### config.mk
export PLATFORM = sky130hd
export DESIGN_NAME = csma_retry_backoff_table_top
export DESIGN_NICKNAME = d
export VERILOG_FILES = /design/src/design/crbt_pkg.sv /design/src/design/crbt_ram.sv /design/src/design/crbt_ctrl.sv /design/src/design/crbt_datapath.sv /design/src/design/csma_retry_backoff_table_top.sv
export SDC_FILE = /design/constraint.sdc
export NUM_CORES = 2
export LEC_CHECK = 0
export BUFFER_PORTS_ARGS = -buffer_cell sky130_fd_sc_hd__buf_2
export CAP_MARGIN = 10
export CORE_MARGIN = 3
export CORE_UTILIZATION = 40
export CTS_BUF_LIST = sky130_fd_sc_hd__clkbuf_4
export DETAILED_ROUTE_END_ITERATION = 12
export MAX_ROUTING_LAYER = met4
export PLACE_DENSITY = 0.61
export SLEW_MARGIN = 20
export SYNTH_ARGS = -nofsm -noshare
export SYNTH_HDL_FRONTEND = slang
export SYNTH_SLANG_ARGS = --single-unit
### constraint.sdc
create_clock -name clk -period 17.5 [get_ports clk]
set_clock_uncertainty 0.2 [all_clocks]
set_input_delay 1.75 -clock clk [delete_from_list [all_inputs] [get_ports clk]]
set_output_delay 1.75 -clock clk [all_outputs]
set_load 0.02 [all_outputs]
### src/design/crbt_pkg.sv
// shared constants, codes and types of the csma retry backoff table
package crbt_pkg;

  localparam int NUM_NEIGHBORS = 16;
  localparam int NUM_ENTRIES   = NUM_NEIGHBORS + 1;
  localparam int ENTRY_W       = $clog2(NUM_ENTRIES);

  localparam int TIME_W       = 32;
  localparam int CNT_W        = 8;
  localparam int ENTRY_DATA_W = TIME_W + 2 * CNT_W;

  localparam int CFG_IDX_W  = 3;
  localparam int CFG_DATA_W = 16;

  // command modes
  localparam logic [1:0] MODE_REPORT   = 2'd0;
  localparam logic [1:0] MODE_POSTPONE = 2'd1;
  localparam logic [1:0] MODE_CHECK    = 2'd2;

  // transmit outcomes and final status codes
  localparam logic [2:0] OUT_OK        = 3'd0;
  localparam logic [2:0] OUT_ERR       = 3'd1;
  localparam logic [2:0] OUT_COLLISION = 3'd2;
  localparam logic [2:0] OUT_NOACK     = 3'd3;
  localparam logic [2:0] OUT_FATAL     = 3'd4;

  // configuration register indexes
  localparam logic [CFG_IDX_W-1:0] REG_MIN_BE         = 3'd0;
  localparam logic [CFG_IDX_W-1:0] REG_MAX_BE         = 3'd1;
  localparam logic [CFG_IDX_W-1:0] REG_MAX_CSMA       = 3'd2;
  localparam logic [CFG_IDX_W-1:0] REG_DEFAULT_MAX_TX = 3'd3;
  localparam logic [CFG_IDX_W-1:0] REG_RETRY_PERIOD   = 3'd4;

  typedef enum logic [1:0] {
    ST_IDLE,
    ST_CALC,
    ST_FINISH
  } state_t;

  typedef struct packed {
    logic load;
    logic calc;
    logic finish;
  } ctrl_cmd_t;

  typedef struct packed {
    logic [TIME_W-1:0] next;
    logic [CNT_W-1:0]  tx;
    logic [CNT_W-1:0]  col;
  } entry_t;

  function automatic logic [CNT_W-1:0] sat_inc(input logic [CNT_W-1:0] v);
    return (v == '1) ? v : v + 1'b1;
  endfunction

endpackage

### src/design/crbt_ram.sv
// generic single-port-write ram with registered read
module crbt_ram #(
  parameter int WIDTH = 8,
  parameter int DEPTH = 16
) (
  input  logic                                   clk,
  input  logic                                   we,
  input  logic [(DEPTH > 1 ? $clog2(DEPTH) : 1)-1:0] waddr,
  input  logic [WIDTH-1:0]                       wdata,
  input  logic                                   re,
  input  logic [(DEPTH > 1 ? $clog2(DEPTH) : 1)-1:0] raddr,
  output logic [WIDTH-1:0]                       rdata
);

  logic [WIDTH-1:0] mem [DEPTH];

  always_ff @(posedge clk) begin
    if (we) begin
      mem[waddr] <= wdata;
    end
    if (re) begin
      rdata <= mem[raddr];
    end
  end

endmodule

### src/design/crbt_ctrl.sv
// controller state machine: accept, calculate, write back
module crbt_ctrl
  import crbt_pkg::*;
(
  input  logic      clk,
  input  logic      rst,
  input  logic      start,
  output logic      busy,
  output ctrl_cmd_t cmd
);

  state_t state, state_next;

  always_ff @(posedge clk) begin
    if (rst) begin
      state <= ST_IDLE;
    end else begin
      state <= state_next;
    end
  end

  always_comb begin
    state_next = state;
    unique case (state)
      ST_IDLE:   if (start) state_next = ST_CALC;
      ST_CALC:   state_next = ST_FINISH;
      ST_FINISH: state_next = ST_IDLE;
      default:   state_next = ST_IDLE;
    endcase
  end

  always_comb begin
    busy       = 1'b1;
    cmd.load   = 1'b0;
    cmd.calc   = 1'b0;
    cmd.finish = 1'b0;
    unique case (state)
      ST_IDLE: begin
        busy     = 1'b0;
        cmd.load = start;
      end
      ST_CALC:   cmd.calc = 1'b1;
      ST_FINISH: cmd.finish = 1'b1;
      default:   busy = 1'b0;
    endcase
  end

endmodule

### src/design/crbt_datapath.sv
// datapath: config registers, entry ram, retry and backoff arithmetic, result registers
module crbt_datapath
  import crbt_pkg::*;
(
  input  logic                  clk,
  input  logic                  rst,
  input  ctrl_cmd_t             cmd,
  input  logic                  cfg_we,
  input  logic [CFG_IDX_W-1:0]  cfg_index,
  input  logic [CFG_DATA_W-1:0] cfg_data,
  input  logic [1:0]            mode,
  input  logic [4:0]            dest_index,
  input  logic [2:0]            outcome,
  input  logic [TIME_W-1:0]     now,
  input  logic [7:0]            random_value,
  input  logic [7:0]            frame_max_transmissions,
  input  logic [TIME_W-1:0]     postpone_ticks,
  output logic                  done,
  output logic                  eligible,
  output logic                  frame_done,
  output logic [2:0]            final_status,
  output logic [CNT_W-1:0]      tx_count,
  output logic [TIME_W-1:0]     retry_time
);

  // configuration
  logic [3:0]       min_be;
  logic [3:0]       max_be;
  logic [CNT_W-1:0] max_csma;
  logic [CNT_W-1:0] default_max_tx;
  logic [15:0]      retry_period;

  always_ff @(posedge clk) begin
    if (rst) begin
      min_be         <= 4'd3;
      max_be         <= 4'd5;
      max_csma       <= 8'd4;
      default_max_tx <= 8'd4;
      retry_period   <= 16'd1;
    end else if (cfg_we) begin
      unique case (cfg_index)
        REG_MIN_BE:         min_be <= cfg_data[3:0];
        REG_MAX_BE:         max_be <= cfg_data[3:0];
        REG_MAX_CSMA:       max_csma <= cfg_data[7:0];
        REG_DEFAULT_MAX_TX: default_max_tx <= cfg_data[7:0];
        REG_RETRY_PERIOD:   retry_period <= cfg_data[15:0];
        default: ;
      endcase
    end
  end

  // command capture
  logic [1:0]         mode_q;
  logic [ENTRY_W-1:0] addr_q;
  logic [2:0]         outcome_q;
  logic [TIME_W-1:0]  now_q;
  logic [7:0]         rnd_q;
  logic [7:0]         fmax_q;
  logic [TIME_W-1:0]  ticks_q;
  logic               item_ok;

  always_ff @(posedge clk) begin
    if (cmd.load) begin
      mode_q    <= mode;
      addr_q    <= ENTRY_W'(dest_index);
      outcome_q <= outcome;
      now_q     <= now;
      rnd_q     <= random_value;
      fmax_q    <= frame_max_transmissions;
      ticks_q   <= postpone_ticks;
    end
  end

  always_ff @(posedge clk) begin
    if (rst) begin
      item_ok <= 1'b0;
    end else if (cmd.load) begin
      item_ok <= (int'(dest_index) <= NUM_NEIGHBORS) && (mode <= MODE_CHECK);
    end
  end

  // entry storage: active flags in flops, the rest in ram
  logic [NUM_ENTRIES-1:0] active;
  entry_t                 rd_entry;
  entry_t                 wr_entry;
  logic [TIME_W-1:0]      next_final;

  crbt_ram #(
    .WIDTH(ENTRY_DATA_W),
    .DEPTH(NUM_ENTRIES)
  ) u_ram (
    .clk  (clk),
    .we   (cmd.finish && item_ok),
    .waddr(addr_q),
    .wdata(wr_entry),
    .re   (cmd.load),
    .raddr(ENTRY_W'(dest_index)),
    .rdata(rd_entry)
  );

  // calculate stage
  entry_t           base;
  logic [CNT_W-1:0] tx_inc;
  logic [CNT_W-1:0] col_inc;
  logic [CNT_W-1:0] limit;
  logic [CNT_W-1:0] bo_tx;
  logic [CNT_W-1:0] bo_col;
  logic [9:0]       be_sum;
  logic [9:0]       be_dec;
  logic [3:0]       be;
  logic [15:0]      be_mask;
  logic [7:0]       periods;
  logic [23:0]      product;
  logic [TIME_W-1:0] diff;

  logic [CNT_W-1:0]  tx_c,     tx_q;
  logic [CNT_W-1:0]  col_c,    col_q;
  logic              done_c,   done_q;
  logic [2:0]        status_c, status_q;
  logic              elig_c,   elig_q;
  logic              add_c,    add_q;
  logic [TIME_W-1:0] addend_c, addend_q;
  logic [TIME_W-1:0] base_next_q;

  always_comb begin
    // an inactive entry starts fresh at now with zero counts
    if (active[addr_q]) begin
      base = rd_entry;
    end else begin
      base.next = now_q;
      base.tx   = '0;
      base.col  = '0;
    end
    tx_inc  = sat_inc(base.tx);
    col_inc = sat_inc(base.col);
    limit   = (fmax_q != '0) ? fmax_q : default_max_tx;

    if (outcome_q == OUT_COLLISION) begin
      bo_tx  = base.tx;
      bo_col = col_inc;
    end else begin
      bo_tx  = tx_inc;
      bo_col = base.col;
    end
    be_sum  = 10'(bo_col) + 10'(bo_tx) + 10'(min_be);
    be_dec  = (be_sum == '0) ? '0 : be_sum - 10'd1;
    be      = (be_dec > 10'(max_be)) ? max_be : be_dec[3:0];
    be_mask = (16'd1 << be) - 16'd1;
    periods = rnd_q & be_mask[7:0];
    product = retry_period * periods;

    // wrap-safe compare: sign of now - next
    diff = now_q - base.next;

    tx_c     = base.tx;
    col_c    = base.col;
    done_c   = 1'b0;
    status_c = OUT_OK;
    elig_c   = 1'b0;
    add_c    = 1'b0;
    addend_c = '0;
    unique case (mode_q)
      MODE_CHECK: elig_c = ~diff[TIME_W-1];
      MODE_POSTPONE: begin
        add_c    = 1'b1;
        addend_c = ticks_q;
      end
      MODE_REPORT: begin
        unique case (outcome_q)
          OUT_OK: begin
            tx_c     = tx_inc;
            done_c   = 1'b1;
            status_c = OUT_OK;
          end
          OUT_ERR: begin
            add_c    = 1'b1;
            addend_c = TIME_W'(retry_period);
          end
          OUT_COLLISION: begin
            col_c = col_inc;
            if (col_inc <= max_csma) begin
              add_c    = 1'b1;
              addend_c = TIME_W'(product);
            end else begin
              done_c   = 1'b1;
              status_c = OUT_COLLISION;
            end
          end
          OUT_NOACK: begin
            tx_c = tx_inc;
            if (tx_inc < limit) begin
              add_c    = 1'b1;
              addend_c = TIME_W'(product);
            end else begin
              done_c   = 1'b1;
              status_c = OUT_NOACK;
            end
          end
          default: begin
            // fatal and unknown outcomes finish as fatal
            done_c   = 1'b1;
            status_c = OUT_FATAL;
          end
        endcase
      end
      default: ;
    endcase
  end

  always_ff @(posedge clk) begin
    if (cmd.calc) begin
      tx_q        <= tx_c;
      col_q       <= col_c;
      done_q      <= done_c;
      status_q    <= status_c;
      elig_q      <= elig_c;
      add_q       <= add_c;
      addend_q    <= addend_c;
      base_next_q <= base.next;
    end
  end

  // write-back stage
  always_comb begin
    next_final    = add_q ? now_q + addend_q : base_next_q;
    wr_entry.next = next_final;
    wr_entry.tx   = tx_q;
    wr_entry.col  = col_q;
  end

  always_ff @(posedge clk) begin
    if (rst) begin
      active <= '0;
    end else if (cmd.finish && item_ok) begin
      active[addr_q] <= ~done_q;
    end
  end

  always_ff @(posedge clk) begin
    if (rst) begin
      done <= 1'b0;
    end else begin
      done <= cmd.finish;
    end
  end

  always_ff @(posedge clk) begin
    if (cmd.finish) begin
      if (item_ok) begin
        eligible     <= elig_q;
        frame_done   <= done_q;
        final_status <= done_q ? status_q : OUT_OK;
        tx_count     <= tx_q;
        retry_time   <= next_final;
      end else begin
        eligible     <= 1'b0;
        frame_done   <= 1'b0;
        final_status <= OUT_OK;
        tx_count     <= '0;
        retry_time   <= '0;
      end
    end
  end

endmodule

### src/design/csma_retry_backoff_table_top.sv
// top level of the csma retry backoff table
// One command is taken at a clock edge with start high and busy low. It reads its
// destination entry from a small RAM with registered read, works out the retry in
// the calculate state (the backoff multiply is registered there) and writes the entry
// back in the finish state; the result is registered onto the outputs with done high
// as the finish state ends, and start is taken again while done is high, so a new
// command is accepted only once the last one is through. The receiver cannot stall:
// done lasts one cycle and the result must be taken then. There is no clearing pass
// after reset; the active flags are cleared at once. Configuration writes through
// cfg_we are taken at any edge, but belong only in cycles with busy and done low.
module csma_retry_backoff_table_top
  import crbt_pkg::*;
(
  input  logic                  clk,
  input  logic                  rst,
  input  logic                  cfg_we,
  input  logic [CFG_IDX_W-1:0]  cfg_index,
  input  logic [CFG_DATA_W-1:0] cfg_data,
  input  logic                  start,
  output logic                  busy,
  input  logic [1:0]            mode,
  input  logic [4:0]            dest_index,
  input  logic [2:0]            outcome,
  input  logic [TIME_W-1:0]     now,
  input  logic [7:0]            random_value,
  input  logic [7:0]            frame_max_transmissions,
  input  logic [TIME_W-1:0]     postpone_ticks,
  output logic                  done,
  output logic                  eligible,
  output logic                  frame_done,
  output logic [2:0]            final_status,
  output logic [CNT_W-1:0]      tx_count,
  output logic [TIME_W-1:0]     retry_time
);

  ctrl_cmd_t cmd;

  crbt_ctrl u_ctrl (
    .clk  (clk),
    .rst  (rst),
    .start(start),
    .busy (busy),
    .cmd  (cmd)
  );

  crbt_datapath u_datapath (
    .clk                    (clk),
    .rst                    (rst),
    .cmd                    (cmd),
    .cfg_we                 (cfg_we),
    .cfg_index              (cfg_index),
    .cfg_data               (cfg_data),
    .mode                   (mode),
    .dest_index             (dest_index),
    .outcome                (outcome),
    .now                    (now),
    .random_value           (random_value),
    .frame_max_transmissions(frame_max_transmissions),
    .postpone_ticks         (postpone_ticks),
    .done                   (done),
    .eligible               (eligible),
    .frame_done             (frame_done),
    .final_status           (final_status),
    .tx_count               (tx_count),
    .retry_time             (retry_time)
  );

  // every accepted command yields exactly one result strobe
  a_accept_busy: assert property (@(posedge clk) disable iff (rst)
    (start && !busy) |=> busy)
    else $error("busy not raised after transfer");

  a_accept_done: assert property (@(posedge clk) disable iff (rst)
    (start && !busy) |-> ##3 done)
    else $error("result strobe missing after transfer");

  a_done_single: assert property (@(posedge clk) disable iff (rst)
    done |=> !done)
    else $error("result strobe longer than one cycle");

  a_done_idle: assert property (@(posedge clk) disable iff (rst)
    done |-> !busy)
    else $error("result strobe while a command is in flight");

endmodule

==> reports/qor.txt <==
WORST SETUP PATH
--------------------------------------------------------------------------------------------------
Worst EP arrival ....................................................................     16.56 ns
Reg-to-Reg End ...................................................................... u_datapath.addend_q[22]$_SDFFCE_PN0N_
Start point of the critical path .................................................... u_datapath.addr_q[0]$_DFFE_PP_
Data required time at the worst endpoint ............................................     18.18 ns
WS Path Type ........................................................................ flip-flop to flip-flop
Endpoint class of the critical path .................................................    flip-flop
Crit. path cell count ...............................................................           52
Crit path buffers/inverters .........................................................            6
Worst Reg2Reg Path Length in Cells ..................................................           52
Highest net fanout along the worst path .............................................           35
FF-to-FF Start ...................................................................... u_datapath.addr_q[0]$_DFFE_PP_
Kind of start point of the critical path ............................................    flip-flop
Register-to-register setup slack ....................................................      1.62 ns
Cell family with most CP delay ...................................................... compound AO/OA/AOI/OAI gates
Cell with the largest stage delay on the worst path ................................. sky130_fd_sc_hd__nor4_4
Largest stage delay on the critical path ............................................      0.86 ns

PLACED DESIGN
--------------------------------------------------------------------------------------------------
HPWL reported at the end of detailed placement ......................................     81970 µm
Gp weighted congestion ..............................................................       0.8662
Worst setup slack before clock tree synthesis .......................................     1.809 ns
Buffers on Ports ....................................................................          159
Total placed cells including tap cells ..............................................         4997
Dpl cell area .......................................................................  0.05522 mm²

FLOORPLANNING
--------------------------------------------------------------------------------------------------
Site Rows ...........................................................................          132
Die outline height ..................................................................     368.0 µm
Standard cell core area .............................................................   0.1298 mm²
Initial standard-cell utilization of the core .......................................       0.4037
Die Footprint .......................................................................   0.1354 mm²
Number of top-level pins ............................................................          160
Die Width ...........................................................................     368.0 µm

CELLS AND AREA
--------------------------------------------------------------------------------------------------
# nets final ........................................................................         3905
Final std cell area, no fill ........................................................  0.05869 mm²
Fraction of the core area covered by cells at the end of the flow ...................       0.4521
Proportion of layout cells with a drive suffix above 1 ..............................       0.2736
Leading cell type in the layout, fill and taps excluded ............................. sky130_fd_sc_hd__edfxtp_1
Area added between synthesis and finish .............................................       11.98%
Most frequent cells in the layout ................................................... 1085 x sky130_fd_sc_hd__edfxtp_1, 417 x sky130_fd_sc_hd__clkbuf_4, 245 x sky130_fd_sc_hd__mux4_2, 180 x sky130_fd_sc_hd__inv_1, 154 x sky130_fd_sc_hd__buf_2
Number of filler cells placed in the layout .........................................       11.45k
Final standard cell count with taps included and fillers excluded ...................         5491

GLOBAL ROUTE
--------------------------------------------------------------------------------------------------
GRT Overall Usage ...................................................................       0.2052
Grt total ovfl ......................................................................            0
Global-route wire length before repair ..............................................    201500 µm
Number of antenna violations at the first check in global routing ...................            9
Via count of the first global-routing pass ..........................................       30.92k
Maximum number of pins on one net before global-route repair ........................          102

LOGIC SYNTHESIS
--------------------------------------------------------------------------------------------------
Area fraction of the dominant cell type after synthesis .............................       0.6217
Fraction of synthesis flops using an asynchronous set or reset pin ..................            0
Fraction of the yosys area taken by sequential cells ................................       0.6450
Netlist area before placement .......................................................  0.05241 mm²
Mean post-synth cell area ...........................................................    16.30 µm²
Number of instances in the synthesized netlist ......................................         3215
Leading post-synthesis cells by cell area ........................................... sky130_fd_sc_hd__edfxtp_1 62%, sky130_fd_sc_hd__mux4_2 11%, sky130_fd_sc_hd__ha_1 3.5%
Number of enable flip-flop cells after synthesis ....................................         1085
Count of unique library cells instantiated by Yosys .................................           95
Dominant register cell in the synthesized netlist ................................... sky130_fd_sc_hd__edfxtp_1
Post-synthesis cell type with the largest combined area ............................. sky130_fd_sc_hd__edfxtp_1
Synth warn ..........................................................................            0
Number of register bits inferred by synthesis .......................................         1146
Mapped Nets .........................................................................         3560

POWER AND IR DROP
--------------------------------------------------------------------------------------------------
Worst VDD drop ......................................................................     73.07 µV
Power density cells ................................................................. 111.0 mW/mm²
Leakage component of the power ......................................................     20.85 nW

CTS
--------------------------------------------------------------------------------------------------
Clk_lat worst skew ..................................................................      1.17 ns
CTS tree ............................................................................        built
CTS sink cnt ........................................................................         1146
Buffer levels on the longest clock path .............................................            4
Setup fix buffers added after clock tree synthesis ..................................            0
Clock transition time at the flip-flop clock pins of the worst setup and hold paths .      0.07 ns
Number of hold buffers added after cts ..............................................            0
Number of CTS-inserted buffers ......................................................          303
CTS resizes .........................................................................            0
H-Tree Depth ........................................................................            5
Cell chosen for the clock root ...................................................... sky130_fd_sc_hd__clkbuf_4

STA
--------------------------------------------------------------------------------------------------
Count of final max-slew check failures ..............................................            0
Unrepaired setup endpoints after global routing .....................................        false
Final worst path period share .......................................................       0.9076
Final WS setup ......................................................................     1.617 ns
Aggregate negative setup slack ......................................................         0 ns
Slew Limit Headroom .................................................................       0.2487
Finish-stage setup viols ............................................................            0
Final Hold Fails ....................................................................            0
Maximum achievable frequency ........................................................  0.06296 GHz
Minimum period implied by the final worst setup slack ...............................     15.88 ns
Actual slew at the worst max-slew pin ...............................................     1.127 ns

DRT
--------------------------------------------------------------------------------------------------
Total wire length ...................................................................    135300 µm
First-iteration detailed-routing DRC count ..........................................         2729
Router iterations before antenna repair .............................................            5
Total DRC errors in the routed layout ...............................................            0
Count of antenna-violating nets left after detailed routing .........................            0
Average via count per standard cell .................................................        5.510
Via count ...........................................................................       30.26k
Routed WL per cell ..................................................................     24.65 µm

MIN PATH
--------------------------------------------------------------------------------------------------
Worst hold path type ................................................................ flip-flop to flip-flop
Launch instance of the worst min-delay path ......................................... u_datapath.default_max_tx[4]$_SDFFE_PP0P_
Number of stages on the worst hold path .............................................            2
Terminating pin of the worst hold path .............................................. u_datapath.default_max_tx[4]$_SDFFE_PP0P_

JOB
--------------------------------------------------------------------------------------------------
Reported max-cap violation count ....................................................            0

RUN STATUS
--------------------------------------------------------------------------------------------------
Run status ..........................................................................    completed

## state kept, by name, summed over array words and instances (netlist names), 17 cells and up
signal / count
u_datapath.u_ram.mem: 816
u_datapath.u_ram.rdata: 48
u_datapath.addend_q: 32
u_datapath.base_next_q: 32
u_datapath.now_q: 32
u_datapath.retry_time: 32
u_datapath.ticks_q: 32
u_datapath.active: 17
## final cells by class
cell class              count  area [µm²]  share of cell area
repair buffers            201        1137             0.01938
well taps                1742        2180             0.03714
clock inverters            67       314.1            0.005351
clock buffers             417        3131             0.05334
flip-flops and latches   1146       33800              0.5760
diodes                     10       25.02           0.0004264
multi-input cells        1726       17410              0.2966
inverters                 182       688.2             0.01173
## per-stage QoR
step	power [mW]	hold WS [ns]
2_1_floorplan	4.069	0.2367
3_3_place_gp	4.386	0.2571
3_5_place_dp	4.398	0.2625
4_1_cts	6.582	0.2775
5_1_grt	6.830	0.2914
6_report	6.515	0.2790
## power breakdown
part	switching, mW	total (mW)	internal [mW]
clock network	1.05	2.17	1.12
registers	0.0891	3.33	3.24
logic	0.690	1.02	0.328
## layer usage
metal / up-vias / wire length (µm) / track usage
met5: - / 0 / -
met4: 0 / 2108 / 0.05281
met3: 134 / 9233 / 0.03953
met2: 1124 / 67410 / 0.3326
met1: 15623 / 56570 / 0.2670
li1: 13374 / - / -
## cell families after synthesis
logic type,after synthesis,synth area share
AOI/OAI and AO/OA,445,0.05921
xor gates and xnor gates,59,0.01015
adders and majority gates,232,0.06785
buffers and inverters,343,0.02595
DFF,1146,0.6450
muxes,368,0.1306
and+or+nand+nor,622,0.06124
## worst max-delay path by stage
stage | slack, ns | to
after floorplan | 3.43 | u_datapath.addend_q[22]$_SDFFCE_PN0N_
after global placement | 1.94 | u_datapath.addend_q[22]$_SDFFCE_PN0N_
after detailed placement | 1.81 | u_datapath.addend_q[22]$_SDFFCE_PN0N_
after CTS | 1.73 | u_datapath.addend_q[22]$_SDFFCE_PN0N_
after global routing | 0.58 | u_datapath.addend_q[22]$_SDFFCE_PN0N_
final | 1.62 | u_datapath.addend_q[22]$_SDFFCE_PN0N_
## worst reg2reg max path, delay by kind of cell (launching register included)
kind                     cells  cell delay, ns
AO/OA/AOI/OAI               19            5.62
XOR/XNOR                     2            0.32
adder cells (fa/ha/maj)     10            3.91
buffers and inverters        6            0.69
flip-flops                   1            0.57
multiplexers                 3            1.42
AND/OR/NAND/NOR             12            2.89
## cell usage after synthesis, types with 25 or more instances
cell type                  instances
sky130_fd_sc_hd__and2_1           68
sky130_fd_sc_hd__mux4_2          245
sky130_fd_sc_hd__o21ai_0          84
sky130_fd_sc_hd__nand2_1         147
sky130_fd_sc_hd__clkbuf_1        119
sky130_fd_sc_hd__buf_1            25
sky130_fd_sc_hd__xnor2_1          30
sky130_fd_sc_hd__mux2i_1          47
sky130_fd_sc_hd__nand3_1          59
sky130_fd_sc_hd__mux2_2           75
sky130_fd_sc_hd__ha_1            145
sky130_fd_sc_hd__inv_1           181
sky130_fd_sc_hd__and3_1           56
sky130_fd_sc_hd__nor2b_1          25
sky130_fd_sc_hd__a211oi_1         33
sky130_fd_sc_hd__dfxtp_1          61
sky130_fd_sc_hd__a21oi_1         102
sky130_fd_sc_hd__xor2_1           28
sky130_fd_sc_hd__edfxtp_1       1085
sky130_fd_sc_hd__a21o_1           49
sky130_fd_sc_hd__nor2_1          133
sky130_fd_sc_hd__fa_1             87
Power figures use the tool's default switching activity.
